**config.mk**
```make
export PLATFORM = sky130hd
export DESIGN_NAME = gmep_ram
export DESIGN_NICKNAME = d
export VERILOG_FILES = /design/src/design/gmep_ram.sv
export SDC_FILE = /design/constraint.sdc
export NUM_CORES = 2
export LEC_CHECK = 0
export BUFFER_PORTS_ARGS = -buffer_cell sky130_fd_sc_hd__buf_2
export CORE_MARGIN = 3
export CORE_UTILIZATION = 51
export DETAILED_ROUTE_END_ITERATION = 7
export MAX_ROUTING_LAYER = met4
export PLACE_DENSITY = 0.66
export SYNTH_ARGS = -nofsm -noshare
export SYNTH_HDL_FRONTEND = slang
export SYNTH_SLANG_ARGS = --single-unit
```
**constraint.sdc**
```tcl
create_clock -name clk -period 9.8 [get_ports clk]
set_input_delay 1.96 -clock clk [delete_from_list [all_inputs] [get_ports clk]]
set_output_delay 1.96 -clock clk [all_outputs]
set_load 0.1 [all_outputs]
```
**src/design/gmep_ram.sv**
```systemverilog
// ----------------------------------------------------------------------------
// gmep_ram: single-port RAM
// One address per cycle, write or read, with the read data registered.
// ----------------------------------------------------------------------------
module gmep_ram #(
    parameter int WIDTH = 16,
    parameter int DEPTH = 256
) (
    input  logic                     clk,
    input  logic                     we,
    input  logic [$clog2(DEPTH)-1:0] addr,
    input  logic [WIDTH-1:0]         wdata,
    output logic [WIDTH-1:0]         rdata
);

    logic [WIDTH-1:0] mem_reg [DEPTH];
    logic [WIDTH-1:0] rdata_reg;

    // Write or registered read
    always_ff @(posedge clk)
    begin
        if (we)
        begin
            mem_reg[addr] <= wdata;
        end
        rdata_reg <= mem_reg[addr];
    end

    assign rdata = rdata_reg;

endmodule

```
==> results.toml <==
[place]
dpl_cell_area_um2 = 162000
dp_cells = 10700
portBuffers = 41
dp_hpwl_mm = 222
finalWeightedCongestion = 0.824

[timing]
maxSlewViolCount = 0
fmax_ghz = 0.167
clock_skew_ps = 60.9
grt_setup_unrepaired = "false"
fin_crit_ps = 6010
whs_ps = 973
slew_headroom = 0.00366
period_share = 0.613
hold_viol = 0
setup_viol = 0
worst_slew_pin_slew_ps = 1480
setup_tns_ps = 0

[detailed_routing]
ant_nets = 0
drt_iter0_drc = 10500
dr_total_vias = 74900
dr.pass1.iters = 6
vias_per_cell = 6.54
post_drt_wl_per_cell_um = 34.5
wl_mm = 396
drcViolationCount = 0

[cts]
clk_pin_slew_ps = 60
cts_root_buf = "clkbuf_16"
cts_tree = "done"
postCtsSetupBuffers = 0
cts_buffers = 408
cts_resized = 0
cts_sinks = 4112
htree_levels = 5
cts_buffer_depth = 4
clkLatencyLatePin_ps = 950
postCtsHoldBufs = 0

[run_status]
violations = "max-capacitance violations"
status = "finished, violations left"

[cells_and_area]
fin_cells = 11500
fin_nets = 7145
drive_gt1_frac = 0.281
largest_reg_flops = 4096
syn_to_final_growth_pct = 13.0
design_area_um2 = 176000

[logic_synthesis]
avgSynthCellArea_um2 = 23.1
syn_inst = 6727
yosysSeqAreaShare = 0.794
synth_seq_cells = 4112
synth_warnings = 0
synth_fp_nets = 6753
synth_cell_types = 22
synth_area_um2 = 155000

[die]
die_height_um = 558
core_area_um2 = 303000
die_area_um2 = 311000
die_x_um = 558
initial_utilization = 0.513
placementRows = 202
io_pins = 42

[pwr]
swShare = 0.213
power.leakage_uw = 0.0538
power_frac_comb = 0.046
peakVddDrop_v = 0.000160
seq_power_share = 0.535
finalPower_uw = 36300
clockPowerShare = 0.419
cellPowerDensity_nw_per_um2 = 207
p_int_uw = 28600
p_sw_uw = 7730

[setup_path]
critPathArrivalTime_ps = 6730
path_max_fanout = 78
start_kind = "input pin"
crit_chain = "buf_12, buf_12, buf_4, buf_4, mux4_2, a22oi_1, a21oi_1, o41ai_1, nand4_1"
cp-end-kind = "flop"
crit_family = "buffers and inverters"
slowest_delay_ps = 1180
worst-setup-path-type = "in -> reg"
cpMaxStageDelayCell = "o41ai_1"
crit_buf_inv = 4
worst_ep_required_time_ps = 10530

[run]
maxCapViolations = 1

[global_route]
grt_pass1_vias = 75600
grt_max_degree = 178
grtUsageTotal = 0.264
grt-ovfl-total = 0
grt_pass1_wl_mm = 568
antenna_found_initial = 23

[min_path]
hold_class = "reg -> reg"
==> power groups by stage <==
| stage | combinational (uW) | clock (uW) | sequential, uW |
|---|---|---|---|
| 3_3_place_gp | 1650 | 0 | 19800 |
| 2_1_floorplan | 833 | 0 | 19800 |
| 3_5_place_dp | 1680 | 0 | 19800 |
| 4_1_cts | 1680 | 15400 | 19400 |
| 6_report | 1670 | 15200 | 19400 |
| 5_1_grt | 1760 | 16100 | 19400 |
==> cell usage after synthesis <==
library cell  number  area (um^2)
edfxtp_1        4096       123000
mux4_2          1024        23100
a22oi_1          512         3840
a21oi_1          256         1280
clkbuf_1         249          935
nor2_1           232          871
buf_2             76          380
o41ai_1           64          561
buf_1             54          203
nor3_1            30          150
nand2_1           28          105
buf_6             25          282
buf_4             16          120
dfxtp_1           16          320
nand4_1           16          100
nand3_1           13         65.1
nor2b_1            7         43.8
nand2b_1           6         37.5
and2_1             3         18.8
or2_2              2         12.5
inv_1              1         3.75
or3_1              1         6.26
==> logic make-up after synthesis <==
kind of cell | Yosys count | share of synthesized area
AOI/OAI and AO/OA | 832 | 0.0366
buffers and inverters | 421 | 0.0124
muxes | 1024 | 0.148
DFF | 4112 | 0.794
and+or+nand+nor | 338 | 0.00907
==> cells in the final DEF (no fill, tap or decap), types with 30 or more instances in the layout <==
cell type,netlist,final
clkinv_1,0,89
edfxtp_1,4096,4096
mux4_2,1024,1024
nor2_1,232,200
a22oi_1,512,512
clkbuf_16,0,415
clkbuf_1,249,102
buf_4,16,338
nor2_2,0,30
a21oi_1,256,256
clkinv_2,0,61
o41ai_1,64,31
==> path summary, 6_finish.rpt <==
path	from	endpoint	slack, ps	cells after the start
min reg2reg	mem_reg[135][4]	rdata[4]	970	5
max reg2reg	mem_reg[75][8]	rdata[8]	6580	5
min	mem_reg[135][4]	rdata[4]	970	5
max	addr[0]	rdata[13]	3790	9
==> worst register-to-register path, cell delays in order (launching register included) <==
cell      delay, ps
edfxtp_1        360
mux4_2          470
a22oi_1         630
a21oi_1         360
o41ai_1        1040
nand4_1         190
==> per-layer routing <==
metal  vias to the layer above  track usage  wire length [um]
met2                      4049        0.401            192000
met3                       561       0.0513             39900
met4                         0       0.0770             11600
met1                     40500        0.368            152000
met5                         -            -                 0
li1                      29800            -                 -
==> per-stage QoR <==
step	setup slack, ps	utilization
floorplan	5140	-
detailed placement	2700	0.536
global placement	704	0.536
global route	3430	0.579
CTS	3700	0.579
finish	3790	0.579
==> layout make-up <==
type / count / area [um^2]
Antenna cell: 25 / 62.6
Sequential cell: 4112 / 123000
Inverter: 1 / 3.75
Clock inverter: 217 / 2080
Clock buffer: 528 / 10900
Timing Repair Buffer: 402 / 3370
Tap cell: 3978 / 4980
Multi-Input combinational cell: 2194 / 30800
Fill cell: 21200 / 127000
Power figures use the tool's default switching activity.
